[src/design/first_fit_free_list_allocator_macros.svh]
// ----------------------------------------------------------------------------
// first_fit_free_list_allocator_macros
// Assertion helpers for the free-list allocator.
// Each macro expects clk and arst_n in scope.
// ----------------------------------------------------------------------------
`ifndef FIRST_FIT_FREE_LIST_ALLOCATOR_MACROS_SVH
`define FIRST_FIT_FREE_LIST_ALLOCATOR_MACROS_SVH

// Condition that must hold at every clock edge out of reset
`define FFA_ASSERT(lbl, cond, msg) \
	lbl: assert property (@(posedge clk) disable iff (!arst_n) (cond)) else $error(msg);

// Condition that must hold in the cycle after a trigger
`define FFA_ASSERT_NEXT(lbl, trig, cond, msg) \
	lbl: assert property (@(posedge clk) disable iff (!arst_n) (trig) |=> (cond)) else $error(msg);

`endif

[src/design/ffa_pkg.sv]
`timescale 1ns / 1ps
// ----------------------------------------------------------------------------
// ffa_pkg
// Shared constants and types of the first-fit free-list allocator.
// ----------------------------------------------------------------------------
package ffa_pkg;

	// Register indexes of the configuration port
	localparam logic REG_BASE   = 1'b0;
	localparam logic REG_LENGTH = 1'b1;

	// Result status codes
	localparam logic [1:0] ST_OK    = 2'd0;
	localparam logic [1:0] ST_NOFIT = 2'd1;
	localparam logic [1:0] ST_FULL  = 2'd2;

	// Allocation constants
	localparam logic [31:0] MIN_REQUEST  = 32'd12;
	localparam logic [31:0] HEADER_BYTES = 32'd4;
	localparam logic [31:0] RESET_LENGTH = 32'd65536;

	// Result of one transaction, handed from the sequencer to the output stage
	typedef struct packed {
		logic [1:0]  status;
		logic [31:0] address;
		logic [31:0] stored;
	} res_t;

endpackage

[src/design/ffa_table.sv]
`timescale 1ns / 1ps
// ----------------------------------------------------------------------------
// ffa_table
// Free-range table: one write and one registered read per cycle. Entry 0
// reads from the load registers until it is first written after reset or a load.
// ----------------------------------------------------------------------------
module ffa_table #(
	parameter int TE = 64,
	parameter int AW = 32
) (
	input  logic                  clk,
	input  logic                  arst_n,
	input  logic                  load,
	input  logic [AW-1:0]         load_start,
	input  logic [31:0]           load_len,
	input  logic                  we,
	input  logic [$clog2(TE)-1:0] waddr,
	input  logic [AW-1:0]         wstart,
	input  logic [31:0]           wlen,
	input  logic [$clog2(TE)-1:0] raddr,
	output logic [AW-1:0]         rstart,
	output logic [31:0]           rlen
);
	localparam int IW = $clog2(TE);

	logic [AW-1:0] start_mem [TE];
	logic [31:0]   len_mem [TE];
	logic [AW-1:0] rd_start_q;
	logic [31:0]   rd_len_q;
	logic [AW-1:0] ld_start_q;
	logic [31:0]   ld_len_q;
	logic          pend_q;
	logic          hit_q;

	// Write and read the storage
	always_ff @(posedge clk) begin
		if (we) begin
			start_mem[waddr] <= wstart;
			len_mem[waddr]   <= wlen;
		end
		rd_start_q <= start_mem[raddr];
		rd_len_q   <= len_mem[raddr];
	end

	// Track whether entry 0 still lives in the load registers
	always_ff @(posedge clk or negedge arst_n) begin
		if (!arst_n) begin
			pend_q     <= 1'b1;
			hit_q      <= 1'b0;
			ld_start_q <= '0;
			ld_len_q   <= ffa_pkg::RESET_LENGTH;
		end else begin
			hit_q <= pend_q && (raddr == IW'(0));
			if (load) begin
				pend_q     <= 1'b1;
				ld_start_q <= load_start;
				ld_len_q   <= load_len;
			end else if (we && waddr == IW'(0)) begin
				pend_q <= 1'b0;
			end
		end
	end

	assign rstart = hit_q ? ld_start_q : rd_start_q;
	assign rlen   = hit_q ? ld_len_q : rd_len_q;

endmodule

[config.mk]
export PLATFORM = sky130hd
export DESIGN_NAME = ffa_table
export DESIGN_NICKNAME = d
export VERILOG_FILES = /design/src/design/first_fit_free_list_allocator_macros.svh /design/src/design/ffa_pkg.sv /design/src/design/ffa_table.sv
export SDC_FILE = /design/constraint.sdc
export NUM_CORES = 2
export LEC_CHECK = 0
export ABC_AREA = 0
export BUFFER_PORTS_ARGS = -buffer_cell sky130_fd_sc_hd__buf_4
export CORE_MARGIN = 4
export CORE_UTILIZATION = 60
export DETAILED_ROUTE_END_ITERATION = 8
export PLACE_DENSITY = 0.76
export SLEW_MARGIN = 20
export SYNTH_ARGS = -nofsm -noshare
export SYNTH_HDL_FRONTEND = slang
export SYNTH_SLANG_ARGS = --single-unit
[constraint.sdc]
create_clock -name clk -period 2.37 [get_ports clk]
set_clock_uncertainty 0.05 [all_clocks]
set_input_delay 0.1185 -clock clk [delete_from_list [all_inputs] [get_ports clk]]
set_output_delay 0.1185 -clock clk [all_outputs]
set_load 0.1 [all_outputs]
# --- Yosys cells after proc, flatten, opt, wreduce, memory -nomap -nowiden ---
# Memories as Yosys holds them, arrays and structs flattened. A register that Yosys moved wholly into a read port is not among the register bits.
# Cells that the tools add are included.
totals:
  reg_bits: 66
  latch_bits: 0
  ramBits: 4096
  rom_bits: 0
  output_inout_bits: 64
  mem_count: 2
memory_table:
  columns: ["memory", "words", "word_bits", "rd", "rd_clocked_by_memory_dff", "wr", "line_no", "text"]
  rows:
  - ["len_mem", 64, 32, 1, 1, 1, "ffa_table.sv:27", "logic [31:0] len_mem [TE];"]
  - ["start_mem", 64, 32, 1, 1, 1, "ffa_table.sv:26", "logic [AW-1:0] start_mem [TE];"]
classes:
  add_sub_neg: 0
  multipliers: 0
  div_mod_pow: 0
  order_cmp: 0
  eq_ne: 0
  n_shift: 0
  muxes: 6
  bitwise: 0
  n_reduce_logical: 5
op_table:
  columns: ["op", "count"]
  rows:
  - ["two-way mux 32 bit", 2]
  - ["zero test 6 bit", 2]
  - ["two-way mux 1 bit", 4]
  - ["logical AND 1 bit", 2]
  - ["nonzero test 2 bit", 1]

# --- Longest topological paths before layout ---
logic_depth:
  ltp_word: 4
  ltp_mapped: 11
  mapped_depth_nobuf: 5

# --- Worst setup path after synthesis ---
# OpenSTA, ideal clock, no wires.
synth_timing:
  path_kind: "input to register"
  from: "in waddr[5]"
  to: "mem len_mem[32][0], enable pin"
  setup_ns: 0.486
  t_arrival_ns: 3.621
  required_time_ns: 1.834
  slack_ns: -1.787
  path_stages: 4
  cell_sequence: "clkbuf_1 or3b_2 clkbuf_1 nor2_1"
synth_rtl:
  columns: ["element", "line_no", "text"]
  rows:
  - ["start: declaration", "ffa_table.sv:17", "input logic [$clog2(TE)-1:0] waddr,"]
  - ["end: declaration", "ffa_table.sv:27", null]
# Straight into the memory's write port.

# --- Worst setup path in the final report ---
layout_timing:
  from: "reg hit_q"
  to: "out rlen[30]"
layout_via:
  elab_chain_cells: 1
layout_lines:
  columns: ["element", "line_no", "text"]
  rows:
  - ["start: declaration", "ffa_table.sv:33", "logic hit_q;"]
  - ["start signal: assignment", "ffa_table.sv:53", "hit_q <= pend_q && (raddr == IW'(0));"]
  - ["two-way mux 32 bit", "ffa_table.sv:65", "assign rlen = hit_q ? ld_len_q : rd_len_q;"]
  - ["end: declaration", "ffa_table.sv:22", "output logic [31:0] rlen"]
# No other way between the ends.

==> results.md <==
Synth:
- The mapped cell area is 161000 sq um.
- Counting every net in the synthesized netlist gives 7200.
- By area the synthesized netlist is led by sky130_fd_sc_hd__edfxtp_1 76%, sky130_fd_sc_hd__mux4_2 14%, sky130_fd_sc_hd__mux2i_1 1.9%, sky130_fd_sc_hd__dfrtp_1 1.0%, sky130_fd_sc_hd__mux2_2 0.97%.
- Counting flops with a built-in enable in the synthesized netlist gives 4096.
- For this run, the register share of the synthesized area comes to 0.783.
- The netlist uses 53 different library cells.
- The most common flop cell mapped by yosys is sky130_fd_sc_hd__edfxtp_1.
- Of the post-synthesis cell area, the dominant cell type holds 0.765.
- The number of warnings reported in the yosys synthesis log is 0.
- The average footprint of a synthesized cell is 22.8 sq um.
- The post-synthesis cell type with the largest combined area is sky130_fd_sc_hd__edfxtp_1.
- The post-synthesis cell count is 7056.
- After synthesis the netlist holds a flip-flop and latch count of 4226.
- The post-synthesis async set-or-reset flop share is 0.0156.

Worst setup path:
- In this design, the largest share of critical-path delay is due to buffers and inverters.
- The critical setup path kind is register to output pin.
- The critical path arrival is 2.36 ns.
- The worst path buffer plus inverter count is 3.
- The sort of element at the start of the critical path is a register.
- Traced cell by cell, the critical path runs through buf_12 > buf_8 > mux2_2 > buf_6.
- For this run, the slowest stage of the critical path takes 0.43 ns.
- Of all nets on the critical path, the largest fanout is 8.
- For this design, the slowest cell found on the critical path is sky130_fd_sc_hd__dfrtp_4.
- The worst setup path is captured at an output pin.
- The critical path required time is 2.20 ns.

Pwr:
- The net switching power figure is 35.1 mW.
- Of the total power, combinational logic draws 0.067.
- The cell-internal power is 124 mW.
- The part of the total power dissipated in the clock network is 0.411.
- The part of the power in registers is 0.522.
- Power spread over the standard cell area amounts to 835 nW/um^2.
- Of the total power, the share spent switching nets is 0.220.
- Summed over all cells, the static leakage comes to 62.1 nW.
- After layout, the design draws a total of 159 mW.
- IR analysis of the VDD net gives a maximum drop of 881 uV.

Layout:
- The top cell types in the final layout, fill and taps aside, are 4096 x sky130_fd_sc_hd__edfxtp_1, 973 x sky130_fd_sc_hd__mux4_2, 519 x sky130_fd_sc_hd__buf_4, 410 x sky130_fd_sc_hd__clkbuf_16, 298 x sky130_fd_sc_hd__mux2i_1.
- In the final layout, the share of cells above drive strength 1 is 0.313.
- The final design utilization is 0.717.
- The number of nets in the layout is 8368.
- Relative to the synthesized area, the layout overhead comes to 18.7%.
- The library cell used most frequently in the layout, excluding fill and tap cells, is sky130_fd_sc_hd__edfxtp_1.

GRT:
- Entering global routing, the biggest net connects 65 pins.
- The global-route wire length before repair is 669000 um.
- The via count of the first global-routing pass is 87408.
- The initial antenna violation count came to 25.
- The overall overflow remaining after global route is 0.
- For this run, the total global-route usage over all layers was measured as 0.344.

STA:
- The transition time at the pin with the least slew margin is 1.04 ns.
- The worst pin sits at a relative slew slack of 0.306.
- The total setup violations reported at the end of the flow is 65.
- The setup TNS after final layout is -6.97 ns.
- After layout, the minimum clock period comes to 2.53 ns.
- The total count of hold-check failures in the final report is 0.
- Setup repair after global routing could not meet its margin everywhere.
- In the post-route analysis, the smallest setup slack over all paths is -0.163 ns.
- The maximum clock frequency is 0.395 GHz.
- In the finished design, the share of the clock period the worst path needs comes to 1.07.
- On the final layout, the worst hold slack is 0.174 ns.
- The number of slew-limit violations in the final report is 0.

Place:
- Detailed placement finished with a half-perimeter wire length of 258000 um.
- The worst setup timing slack at the placement stage is -0.250 ns.
- The routability congestion estimate from global placement is 0.832.
- The port buffer count is 207.

Drt:
- The count of nets left with antenna violations after detail routing is 0.
- The number of vias per cell after detailed routing is 7.15.
- The first TritonRoute pass finished after 9 iterations.
- The number of DRC markers after the initial detailed-route iteration is 14212.
- The average wire per standard cell is 39.3 um.
- For this block, the routed nets add up to 476000 um of wire.
- The DRC violation count after routing is 0.
- The number of vias after detailed routing is 86607.

CTS:
- The root cell of the clock tree is sky130_fd_sc_hd__clkbuf_16.
- The number of buffers on the longest clock path is 4.
- CTS saw 4226 sinks.
- The TritonCTS clock tree is done.
- The clock buffer count from CTS is 403.
- CTS built an H-tree with a depth of 5.
- The clock reaches the later pin of the worst-skew pair after 0.99 ns.
- The clock slew at the register clock pins of the worst setup and hold paths is 0.07 ns.

Min path:
- The type of the most critical hold path is primary input to register.

Die:
- The die footprint is 276000 sq um.
- The vertical die dimension is 526 um.
- The number of placement rows is 189.
- For this configuration, the core starts out at a cell density of 0.605.
- The placeable core region is 266000 sq um.
- The chip width is 526 um.
- For this design the top-level I/O count stands at 208.

Run status:
- The run finished, with violations left.
- The checks that failed: negative setup slack.

Job:
- The number of maximum-capacitance violations is 0.
path summary, 6_finish.rpt:
check,from,endpoint,slack (ns),depth (start not counted)
max reg2reg,start_mem[39][12]$_DFFE_PP_,rd_start_q[12]$_DFF_P_,-0.01,5
max in group asynchronous,arst_n,ld_start_q[2]$_DFFE_PN0P_,1.46,4
min in group asynchronous,arst_n,ld_start_q[31]$_DFFE_PN0P_,0.38,4
min,wlen[9],len_mem[44][9]$_DFFE_PP_,0.17,2
max,hit_q$_DFF_PN0_,rlen[30],-0.16,4
min reg2reg,pend_q$_DFFE_PN1P_,pend_q$_DFFE_PN1P_,0.51,2
registers in the layout, summed over array words and instances (netlist names):
signal / count
start_mem: 2048
len_mem: 2048
pend_q: 1
hit_q: 1
rd_start_q: 32
rd_len_q: 32
ld_start_q: 32
ld_len_q: 32
power by group through the flow:
stage	logic, mW	clock network, mW	registers (mW)
2_1_floorplan	5.68	0	84.4
3_3_place_gp	9.43	0	84.7
4_1_cts	10.4	65.7	83.2
5_1_grt	11.0	69.2	83.2
3_5_place_dp	9.66	0	84.8
6_report	10.6	65.5	83.2
cell usage after synthesis (all sizes together) (2+ instances only):
library cell,n
o22a,3
and3,11
or4,3
dfrtp,64
a21oi,28
a22oi,162
o22ai,17
a211o,24
o21a,17
mux2i,298
and2,54
edfxtp,4096
nand3b,3
mux2,138
a221o,24
nand3,63
clkbuf,182
dfxtp,64
clkinv,2
mux4,973
o2111ai,17
nand2,177
inv,3
and3b,2
o21ai,56
nor2b,17
buf,217
a221oi,60
a2111o,13
a31oi,27
dfstp,2
a32o,7
a31o,4
or3,2
o211ai,11
o31ai,17
a22o,45
a211oi,13
a2bb2oi,10
or3b,2
nor2,89
a32oi,20
o31a,14
final cells by class:
type / instances / area, sq um
Antenna cell: 19 / 47.5
Clock buffer: 521 / 10900
Clock inverter: 223 / 2540
Fill cell: 14251 / 75200
Inverter: 5 / 31.3
Multi-Input combinational cell: 2426 / 33500
Sequential cell: 4226 / 126000
Tap cell: 3533 / 4420
Timing Repair Buffer: 1162 / 13500
per-stage QoR:
step           cell area [sq um]  cells
5_1_grt                   191000  12098
6_report                  191000  12115
3_3_place_gp              174000  11069
2_1_floorplan             161000   7056
3_5_place_dp              174000  11069
4_1_cts                   191000  12094
metal layers:
metal,GRT usage,wire (um),vias to the layer above
met3,0.0775,61600,1563
met4,0.182,30600,14
met2,0.536,227000,7641
met1,0.461,157000,44905
met5,0,91,-
li1,-,-,32484
cells by family (layout without fill, tap and decap cells):
family                 after synthesis  after routing  synth area share
AO/OA/AOI/OAI                      590            590            0.0282
AND/OR/NAND/NOR                    427            427            0.0121
flip-flops                        4226           4226             0.783
other                                0             19                 0
multiplexers                      1409           1409             0.164
buffers and inverters              404           1911            0.0124
repair_timing:
item,4_1_cts,5_1_grt
resized for setup,67,19
endpoints found under the setup margin,64,66
hold buffers,278,0
pin swaps,0,2
buffers inserted,3,0
hold endpoints to repair,4313,0
gates cloned,0,2
Note: power is estimated with default switching activity, not from simulation.
