**src/design/first_fit_free_list_allocator_macros.svh**
```systemverilog
// ----------------------------------------------------------------------------
// first_fit_free_list_allocator_macros
// Assertion helpers for the free-list allocator.
// Each macro expects clk and arst_n in scope.
// ----------------------------------------------------------------------------
`ifndef FIRST_FIT_FREE_LIST_ALLOCATOR_MACROS_SVH
`define FIRST_FIT_FREE_LIST_ALLOCATOR_MACROS_SVH

// Condition that must hold at every clock edge out of reset
`define FFA_ASSERT(lbl, cond, msg) \
	lbl: assert property (@(posedge clk) disable iff (!arst_n) (cond)) else $error(msg);

// Condition that must hold in the cycle after a trigger
`define FFA_ASSERT_NEXT(lbl, trig, cond, msg) \
	lbl: assert property (@(posedge clk) disable iff (!arst_n) (trig) |=> (cond)) else $error(msg);

`endif

```
**src/design/ffa_pkg.sv**
```systemverilog
`timescale 1ns / 1ps
// ----------------------------------------------------------------------------
// ffa_pkg
// Shared constants and types of the first-fit free-list allocator.
// ----------------------------------------------------------------------------
package ffa_pkg;

	// Register indexes of the configuration port
	localparam logic REG_BASE   = 1'b0;
	localparam logic REG_LENGTH = 1'b1;

	// Result status codes
	localparam logic [1:0] ST_OK    = 2'd0;
	localparam logic [1:0] ST_NOFIT = 2'd1;
	localparam logic [1:0] ST_FULL  = 2'd2;

	// Allocation constants
	localparam logic [31:0] MIN_REQUEST  = 32'd12;
	localparam logic [31:0] HEADER_BYTES = 32'd4;
	localparam logic [31:0] RESET_LENGTH = 32'd65536;

	// Result of one transaction, handed from the sequencer to the output stage
	typedef struct packed {
		logic [1:0]  status;
		logic [31:0] address;
		logic [31:0] stored;
	} res_t;

endpackage

```
**src/design/ffa_seq.sv**
```systemverilog
`timescale 1ns / 1ps
// ----------------------------------------------------------------------------
// ffa_seq
// Sequencer that scans, merges and shifts the free-range table one entry
// per cycle for allocate and free transactions.
// ----------------------------------------------------------------------------
`include "first_fit_free_list_allocator_macros.svh"

module ffa_seq #(
	parameter int TE = 64,
	parameter int AW = 32
) (
	input  logic                      clk,
	input  logic                      arst_n,
	input  logic                      start,
	input  logic                      mode,
	input  logic [31:0]               request_length,
	input  logic [31:0]               data_address,
	input  logic                      load,
	input  logic                      res_take,
	output logic                      idle,
	output logic                      done,
	output ffa_pkg::res_t             res,
	output logic [$clog2(TE+1)-1:0]   count,
	// table port
	output logic                      we,
	output logic [$clog2(TE)-1:0]     waddr,
	output logic [AW-1:0]             wstart,
	output logic [31:0]               wlen,
	output logic [$clog2(TE)-1:0]     raddr,
	input  logic [AW-1:0]             rstart,
	input  logic [31:0]               rlen
);
	localparam int IW = $clog2(TE);
	localparam int CW = $clog2(TE + 1);

	localparam logic [3:0] S_IDLE = 4'd0;
	localparam logic [3:0] S_ASCN = 4'd1;
	localparam logic [3:0] S_AADR = 4'd2;
	localparam logic [3:0] S_FPRP = 4'd3;
	localparam logic [3:0] S_FSCN = 4'd4;
	localparam logic [3:0] S_FDEC = 4'd5;
	localparam logic [3:0] S_SHDN = 4'd6;
	localparam logic [3:0] S_SHUP = 4'd7;
	localparam logic [3:0] S_FINS = 4'd8;
	localparam logic [3:0] S_DONE = 4'd9;

	logic [3:0]    state_q, state_d;
	logic [CW-1:0] count_q, count_d;
	logic [CW-1:0] idx_q, idx_d;
	logic [CW-1:0] pos_q, pos_d;
	logic [31:0]   req_q, req_d;
	logic [32:0]   need_q, need_d;
	logic [AW-1:0] fstart_q, fstart_d;
	logic [31:0]   flen_q, flen_d;
	logic [AW-1:0] fend_q, fend_d;
	logic [AW-1:0] prev_start_q, prev_start_d;
	logic [31:0]   prev_len_q, prev_len_d;
	logic          prev_ok_q, prev_ok_d;
	logic [31:0]   next_len_q, next_len_d;
	logic          next_hit_q, next_hit_d;
	logic [AW-1:0] cut_start_q, cut_start_d;
	logic [31:0]   rest_q, rest_d;
	logic [1:0]    status_q, status_d;
	logic [AW-1:0] raddr_q, raddr_d;
	logic [31:0]   stored_q, stored_d;

	// Control and counters
	always_ff @(posedge clk or negedge arst_n) begin
		if (!arst_n) begin
			state_q <= S_IDLE;
			count_q <= CW'(1);
		end else begin
			state_q <= state_d;
			count_q <= load ? CW'(1) : count_d;
		end
	end

	// Working registers
	always_ff @(posedge clk) begin
		idx_q        <= idx_d;
		pos_q        <= pos_d;
		req_q        <= req_d;
		need_q       <= need_d;
		fstart_q     <= fstart_d;
		flen_q       <= flen_d;
		fend_q       <= fend_d;
		prev_start_q <= prev_start_d;
		prev_len_q   <= prev_len_d;
		prev_ok_q    <= prev_ok_d;
		next_len_q   <= next_len_d;
		next_hit_q   <= next_hit_d;
		cut_start_q  <= cut_start_d;
		rest_q       <= rest_d;
		status_q     <= status_d;
		raddr_q      <= raddr_d;
		stored_q     <= stored_d;
	end

	// Step the sequencer
	always_comb begin
		logic [31:0] req_eff;
		logic        with_prev;
		logic        with_next;
		state_d      = state_q;
		count_d      = count_q;
		idx_d        = idx_q;
		pos_d        = pos_q;
		req_d        = req_q;
		need_d       = need_q;
		fstart_d     = fstart_q;
		flen_d       = flen_q;
		fend_d       = fend_q;
		prev_start_d = prev_start_q;
		prev_len_d   = prev_len_q;
		prev_ok_d    = prev_ok_q;
		next_len_d   = next_len_q;
		next_hit_d   = next_hit_q;
		cut_start_d  = cut_start_q;
		rest_d       = rest_q;
		status_d     = status_q;
		raddr_d      = raddr_q;
		stored_d     = stored_q;
		we           = 1'b0;
		waddr        = '0;
		wstart       = rstart;
		wlen         = rlen;
		raddr        = '0;
		req_eff      = (request_length < ffa_pkg::MIN_REQUEST) ?
			ffa_pkg::MIN_REQUEST : request_length;
		with_prev    = prev_ok_q && ((prev_start_q + AW'(prev_len_q)) == fstart_q);
		with_next    = next_hit_q;
		case (state_q)
			S_IDLE: begin
				if (start) begin
					status_d = ffa_pkg::ST_OK;
					raddr_d  = '0;
					stored_d = '0;
					idx_d    = '0;
					if (!mode) begin
						req_d  = req_eff;
						need_d = {1'b0, req_eff} + {1'b0, ffa_pkg::HEADER_BYTES};
						if (count_q == CW'(0)) begin
							status_d = ffa_pkg::ST_NOFIT;
							state_d  = S_DONE;
						end else begin
							state_d = S_ASCN;
						end
					end else begin
						fstart_d  = AW'(data_address) - AW'(ffa_pkg::HEADER_BYTES);
						flen_d    = request_length + ffa_pkg::HEADER_BYTES;
						prev_ok_d = 1'b0;
						next_hit_d = 1'b0;
						next_len_d = '0;
						state_d   = S_FPRP;
					end
				end
			end
			// First-fit scan, one entry per cycle
			S_ASCN: begin
				if ({1'b0, rlen} == need_q) begin
					raddr_d  = rstart + AW'(ffa_pkg::HEADER_BYTES);
					stored_d = req_q;
					if (idx_q + CW'(1) < count_q) begin
						raddr   = IW'(idx_q + CW'(1));
						idx_d   = idx_q + CW'(1);
						state_d = S_SHDN;
					end else begin
						count_d = count_q - CW'(1);
						state_d = S_DONE;
					end
				end else if ({1'b0, rlen} > need_q) begin
					we          = 1'b1;
					waddr       = IW'(idx_q);
					wlen        = rlen - need_q[31:0];
					cut_start_d = rstart;
					rest_d      = rlen - req_q;
					stored_d    = req_q;
					state_d     = S_AADR;
				end else if (idx_q + CW'(1) >= count_q) begin
					status_d = ffa_pkg::ST_NOFIT;
					state_d  = S_DONE;
				end else begin
					raddr = IW'(idx_q + CW'(1));
					idx_d = idx_q + CW'(1);
				end
			end
			// Block sits at the top of the shortened range
			S_AADR: begin
				raddr_d = cut_start_q + AW'(rest_q);
				state_d = S_DONE;
			end
			S_FPRP: begin
				fend_d = fstart_q + AW'(flen_q);
				if (count_q == CW'(0)) begin
					pos_d   = '0;
					state_d = S_FDEC;
				end else begin
					state_d = S_FSCN;
				end
			end
			// Find the first entry that starts above the start of the freed range
			S_FSCN: begin
				if (rstart <= fstart_q) begin
					prev_start_d = rstart;
					prev_len_d   = rlen;
					prev_ok_d    = 1'b1;
					if (idx_q + CW'(1) >= count_q) begin
						pos_d   = idx_q + CW'(1);
						state_d = S_FDEC;
					end else begin
						raddr = IW'(idx_q + CW'(1));
						idx_d = idx_q + CW'(1);
					end
				end else begin
					pos_d      = idx_q;
					next_len_d = rlen;
					next_hit_d = (rstart == fend_q);
					state_d    = S_FDEC;
				end
			end
			// Merge with neighbours or prepare the insert
			S_FDEC: begin
				if (with_prev) begin
					we     = 1'b1;
					waddr  = IW'(pos_q - CW'(1));
					wstart = prev_start_q;
					wlen   = prev_len_q + flen_q + (with_next ? next_len_q : 32'd0);
					if (with_next && (pos_q + CW'(1) < count_q)) begin
						raddr   = IW'(pos_q + CW'(1));
						idx_d   = pos_q + CW'(1);
						state_d = S_SHDN;
					end else if (with_next) begin
						count_d = count_q - CW'(1);
						state_d = S_DONE;
					end else begin
						state_d = S_DONE;
					end
				end else if (with_next) begin
					we      = 1'b1;
					waddr   = IW'(pos_q);
					wstart  = fstart_q;
					wlen    = next_len_q + flen_q;
					state_d = S_DONE;
				end else if (count_q >= CW'(TE)) begin
					status_d = ffa_pkg::ST_FULL;
					state_d  = S_DONE;
				end else if (pos_q < count_q) begin
					raddr   = IW'(count_q - CW'(1));
					idx_d   = count_q - CW'(1);
					state_d = S_SHUP;
				end else begin
					state_d = S_FINS;
				end
			end
			// Close the gap: move entry idx down by one
			S_SHDN: begin
				we    = 1'b1;
				waddr = IW'(idx_q - CW'(1));
				if (idx_q + CW'(1) < count_q) begin
					raddr = IW'(idx_q + CW'(1));
					idx_d = idx_q + CW'(1);
				end else begin
					count_d = count_q - CW'(1);
					state_d = S_DONE;
				end
			end
			// Open a gap: move entry idx up by one
			S_SHUP: begin
				we    = 1'b1;
				waddr = IW'(idx_q + CW'(1));
				if (idx_q > pos_q) begin
					raddr = IW'(idx_q - CW'(1));
					idx_d = idx_q - CW'(1);
				end else begin
					state_d = S_FINS;
				end
			end
			S_FINS: begin
				we      = 1'b1;
				waddr   = IW'(pos_q);
				wstart  = fstart_q;
				wlen    = flen_q;
				count_d = count_q + CW'(1);
				state_d = S_DONE;
			end
			S_DONE: begin
				if (res_take) begin
					state_d = S_IDLE;
				end
			end
			default: begin
				state_d = S_IDLE;
			end
		endcase
	end

	assign idle        = (state_q == S_IDLE);
	assign done        = (state_q == S_DONE);
	assign count       = count_q;
	assign res.status  = status_q;
	assign res.address = 32'(raddr_q);
	assign res.stored  = stored_q;

	`FFA_ASSERT(a_count_range, count_q <= CW'(TE), "entry count beyond table size")
	`FFA_ASSERT_NEXT(a_start_busy, start && idle, state_q != S_IDLE, "accepted but idle")
	`FFA_ASSERT_NEXT(a_load_one, load, count_q == CW'(1), "reload did not leave one entry")
	`FFA_ASSERT(a_load_idle, !load || idle, "table reload while busy")

endmodule

```
**config.mk**
```make
export PLATFORM = sky130hd
export DESIGN_NAME = ffa_seq
export DESIGN_NICKNAME = d
export VERILOG_FILES = /design/src/design/ffa_pkg.sv /design/src/design/ffa_seq.sv
export VERILOG_INCLUDE_DIRS = /design/src /design/src/design
export SDC_FILE = /design/constraint.sdc
export NUM_CORES = 1
export LEC_CHECK = 0
export ABC_AREA = 1
export BUFFER_PORTS_ARGS = -buffer_cell sky130_fd_sc_hd__clkbuf_2
export CAP_MARGIN = 20
export CELL_PAD_IN_SITES_DETAIL_PLACEMENT = 0
export CELL_PAD_IN_SITES_GLOBAL_PLACEMENT = 1
export CORE_MARGIN = 3
export CORE_UTILIZATION = 36
export CTS_BUF_LIST = sky130_fd_sc_hd__clkbuf_4 sky130_fd_sc_hd__clkbuf_8
export DETAILED_ROUTE_END_ITERATION = 16
export HOLD_SLACK_MARGIN = 0.06
export PLACE_DENSITY_LB_ADDON = 0.1
export SLEW_MARGIN = 40
export SYNTH_ARGS = -nofsm -noshare
export SYNTH_HDL_FRONTEND = slang
export SYNTH_SLANG_ARGS = --single-unit
```
**constraint.sdc**
```tcl
create_clock -name clk -period 13.2 [get_ports clk]
set_clock_uncertainty 0.15 [all_clocks]
set_input_delay 0.66 -clock clk [delete_from_list [all_inputs] [get_ports clk]]
set_output_delay 0.66 -clock clk [all_outputs]
set_load 0.03 [all_outputs]
```
Word level (Yosys, flattened, before mapping)
Index checks and enable logic that the tools add are counted.

Bits in registers: 414. Bits in latches: 0. Bits in writable memories: 0. ROM bits: 0. Bits of input ports: 134. Output and inout bits: 152. Word-level logic and storage cells: 215. Memories: 0.

Add/sub/neg operators: 18. Multipliers: 0. Div/mod/pow operators: 0. $lt $le $gt $ge: 9. Eq/ne operators: 40. Shift-type cells: 0. Mux-type cells: 101. Bitwise logic cells: 2. Reductions and logical operators: 26.

Operators by type and width (number): 32-bit 2-to-1 mux (15); 32-bit adder (6); 32-bit one-hot mux with 2 select lines (3); 32-bit one-hot mux with 3 select lines (2); 7-bit 2-to-1 mux (21); 6-bit 2-to-1 mux (15); 4-bit 2-to-1 mux (17); 32-bit by 3-bit adder with 32-bit output, second input constant (2); 32-bit == test (2); 32-bit subtractor (2); 6-bit one-hot mux with 5 select lines (2); 7-bit one-hot mux with 6 select lines (1); 4-bit one-hot mux with 9 select lines (1); 32-bit by 3-bit adder with 33-bit output, second input constant (1); 32-bit by 33-bit == test with 1-bit output (1); 32-bit by 33-bit > comparator with 1-bit output (1); 3-bit != test, second input constant (11); 32-bit less-or-equal comparator (1); 32-bit by 4-bit less-than comparator with 1-bit output, second input constant (1); 2-bit != test, second input constant (16); 32-bit by 3-bit subtractor with 32-bit output, second input constant (1); 7-bit one-hot mux with 4 select lines (1); 7-bit by 1-bit adder with 7-bit output, second input constant (3); 7-bit less-than comparator (3); 33 further kinds (67).

Logic depth before layout (Yosys ltp)
Depth after elaboration: 7. Mapped depth: 25. Gate-level depth less buffers: 25.

Worst setup path before layout
Ideal clock, no wire load.

Kind: reg-to-reg. Start point: register state_q[0]. End point: register need_q[10], enable pin. Library setup time: 0.562 ns. Arrival: 5.544 ns. Slack: 6.944 ns. Cell stages (with the launch flop): 6. Buffers on the path: 0. Path through: dfrtp_1 nor2_1 nand2_1 nor2_1 inv_1 nor3_1.

Cells in the longest elaborated chain, start to end: 2.

Ends and longest elaborated chain: start, declared (line ffa_seq.sv:48) `logic [3:0] state_q, state_d;`; start signal, assigned (line ffa_seq.sv:74) `state_q <= state_d;`; 4-bit zero test; net idle (line ffa_seq.sv:21) `output logic idle,`; 3-bit AND reduction (no line); end signal, assigned (line ffa_seq.sv:84) `need_q <= need_d;`; end, declared (line ffa_seq.sv:53) `logic [32:0] need_q, need_d;`.

The timed path passes the listed nets, and every way through them passes these cells. A chain may end at the register's enable or synchronous reset.

Worst setup path after layout
Start point: register prev_len_q[0]. End point: output wstart[16].

Cells in the longest elaborated chain, start to end: 5.

Ends and longest elaborated chain: start, declared (line ffa_seq.sv:58) `logic [31:0] prev_len_q, prev_len_d;`; start signal, assigned (line ffa_seq.sv:89) `prev_len_q <= prev_len_d;`; 32-bit adder (line ffa_seq.sv:131) `with_prev = prev_ok_q && ((prev_start_q + AW'(prev_len_q)) == fstart_q);`; 32-bit == test (line ffa_seq.sv:131); 1-bit logical AND (line ffa_seq.sv:131); 32-bit 2-to-1 mux (line ffa_seq.sv:224) `if (with_prev) begin`; 32-bit one-hot mux with 2 select lines (line ffa_seq.sv:133) `case (state_q)`; end, declared (line ffa_seq.sv:28) `output logic [AW-1:0] wstart,`.

Every way passes these cells.

==> results_dict.tcl <==
set metrics [dict create \
    clkTransAtPathRegs_ps 60 \
    ys_warn_count 0 \
    syn2layout_area_growth_pct 12.6 \
    synth_edf_count 401 \
    htreeDepth 3 \
    io_buffers 285 \
    grt_pass1_wl_um 235000 \
    cts.sinks 412 \
    mostFrequentLayoutCells "nand2_1, inv_1, edfxtp_1" \
    cp-end-kind "output pin" \
    maxSlewViolCount 0 \
    dpl.cell_count 6224 \
    post_drt_wl_per_cell_um 26.1 \
    slew_headroom_pct 36.6 \
    finalNetCount 5490 \
    cts_hold_repair.buffers 15 \
    synth_cells 4757 \
    p_total_mw 7.45 \
    mappedNetlistNets 5214 \
    placed_cell_area_um2 38900 \
    vias 34900 \
    synthArstFlopShare_pct 2.67 \
    clock-root-buffer "clkbuf_8" \
    die_w_um 323 \
    worstPathRequired_ps 12390 \
    r2r_cells 17 \
    io_pins 286 \
    grt_pass1_vias 33800 \
    clockBufferDepth 3 \
    hpwl_um 135000 \
    crit_path_max_fanout 48 \
    final_cells 6384 \
    fin_crit_ps 6550 \
    tritoncts "yes" \
    grt_max_degree 65 \
    cts-resized-gates 0 \
    crit_chain "ha_1 > inv_1 > fa_1 > inv_1 > nand2_1 > nand2_1 > nand2_2 > o21ai_4 > nand2_1 > nand3b_1 > nand2_1 > a21oi_1 > nand4_1 > nor2_1 > nand4_4 > buf_4 > inv_2 > buf_4 > nand2_1 > nand2_1 > nand2_1 > o211ai_1 > clkbuf_2" \
    setup_viol 0 \
    post_cts_buffers 0 \
    ys_seq_area_share_pct 34.1 \
    crit_arrival_ps 5740 \
    routed_wl_um 166000 \
    crit_type "register to output pin" \
    grt.total_usage_pct 31.3 \
    cp_common_cell "nand2_1" \
    cpMaxStageDelayCell "buf_4" \
    synth_top_flop_cell "edfxtp_1" \
    min_path_cells 1 \
    dr.first_iter.drc_count 3120 \
    clock_latency_ps 730 \
    syn-cell-area_um2 36100 \
    multi_input_area_um2 20800 \
    hold_path_class "primary input to register" \
    cp-start-kind "register" \
    rows 115 \
    coreArea_um2 99000 \
    cap_violations 0 \
    powerDensity_nw_per_um2 183 \
    routabilityCongestion 0.964 \
    antenna_found_initial 9 \
    clock.fmax_ghz 0.153 \
    fillCellCount 10400 \
    die_area_um2 104000 \
    max_stage_delay_ps 570 \
    setup_tns_ps 0 \
    p_leak_nw 18.7 \
    die_y_um 323 \
    outcome "finished, final reports clean" \
    worst_pin_slew_ps 945 \
    overflow 0 \
    final_cell_area_um2 40700 \
    layout-drive-gt1-share_pct 10.4 \
    dr.pass1.iters 6 \
    syn_avg_cell_area_um2 7.59 \
    grt_setup_unrepaired "no" \
    final_common_cell "nand2_1" \
    ys_types 63 \
    hold_ws_ps 121 \
    postRouteAntennaNets 0 \
    seqCellArea_um2 12300 \
    final.period_utilization_pct 49.6 \
    finalHoldViolCount 0 \
    ys_ff_latch 412 \
    drc 0 \
    vdd_drop_max_uv 190 \
    initial_core_util_pct 36.5 \
    via_per_inst 5.46 \
    cts_buffers 79 \
]
-- worst max-delay path: cells and delay by family (launching register included) --
kind,cells,cell delay [ps]
simple gates,12,1690
buf+inv,6,1490
fa+ha+maj,2,680
compound gates,3,600
flops,1,490
-- layout make-up --
class	instances	area share (%)
clock inverters	32	0.710
diodes	4	0.0246
multi-input cells	3547	51.2
flip-flops and latches	412	30.3
inverters	666	6.14
well taps	1287	3.96
clock buffers	109	3.30
repair buffers	327	4.40
-- where the power goes --
part / total, mW / internal (mW) / switching [mW]
combinational: 4.01 / 1.09 / 2.91
clock: 1.38 / 0.757 / 0.618
sequential: 2.07 / 1.82 / 0.246
total: 7.45 / 3.67 / 3.78
-- Yosys cell counts (13+ instances only) --
library cell,n,area (µm²)
a21boi_0,15,113
a21o_1,20,150
a21oi_1,329,1650
a221oi_1,16,140
a22oi_1,15,113
a31oi_1,28,175
clkbuf_1,101,379
edfxtp_1,401,12000
fa_1,37,741
ha_1,286,3580
inv_1,653,2450
nand2_1,1155,4340
nand3_1,217,1090
nand3b_1,20,150
nand4_1,70,438
nor2_1,400,1500
nor3_1,86,430
nor4_1,35,219
o211ai_1,67,503
o211ai_2,18,225
o21a_1,15,113
o21ai_0,269,1350
o21bai_1,27,203
o22ai_1,22,138
o31ai_1,13,97.6
or2_2,20,125
xnor2_1,114,998
xor2_1,189,1660
-- flip-flops by register name, indices dropped and copies added (netlist names), 31 cells and up --
signal        cells
fstart_q         32
stored_q         32
cut_start_q      32
fend_q           32
rest_q           32
req_q            32
raddr_q          32
need_q           31
flen_q           32
prev_start_q     32
next_len_q       32
prev_len_q       32
-- path summary, 6_finish.rpt --
path,from,to,slack (ps)
worst max-delay path,prev_len_q[0],wstart[16],6650
worst min-delay path,request_length[12],req_q[12],120
worst max register to register,idx_q[0],pos_q[4],8410
worst min register to register,state_q[2],state_q[2],410
max in group asynchronous,arst_n,count[0],12310
min in group asynchronous,arst_n,count[5],250
-- logic make-up (layout without fill, tap and decap cells) --
group	after synthesis	after routing	share of synthesized area (%)
other	0	4	0
AOI/OAI and AO/OA	889	889	14.5
xor gates and xnor gates	304	304	7.41
DFF	412	412	34.1
adders and majority gates	323	323	12.0
buffers and inverters	798	1134	8.47
and+or+nand+nor	2031	2031	23.6
-- metrics by stage --
step / worst slack [ps] / util [%]
final: 6650 / 41.1
after floorplan: 6940 / -
after global routing: 6290 / 41.1
after CTS: 6620 / 41.1
after detailed placement: 7410 / 39.3
after global placement: 7410 / 39.3
-- routing by layer --
layer	wire length (µm)	vias to the layer above	track usage, %
met5	0	-	0
met1	71100	16600	41.5
li1	-	16600	-
met3	11600	302	4.98
met2	76000	1428	51.1
met4	7680	0	12.6
Note: power is estimated with default switching activity, not from simulation.
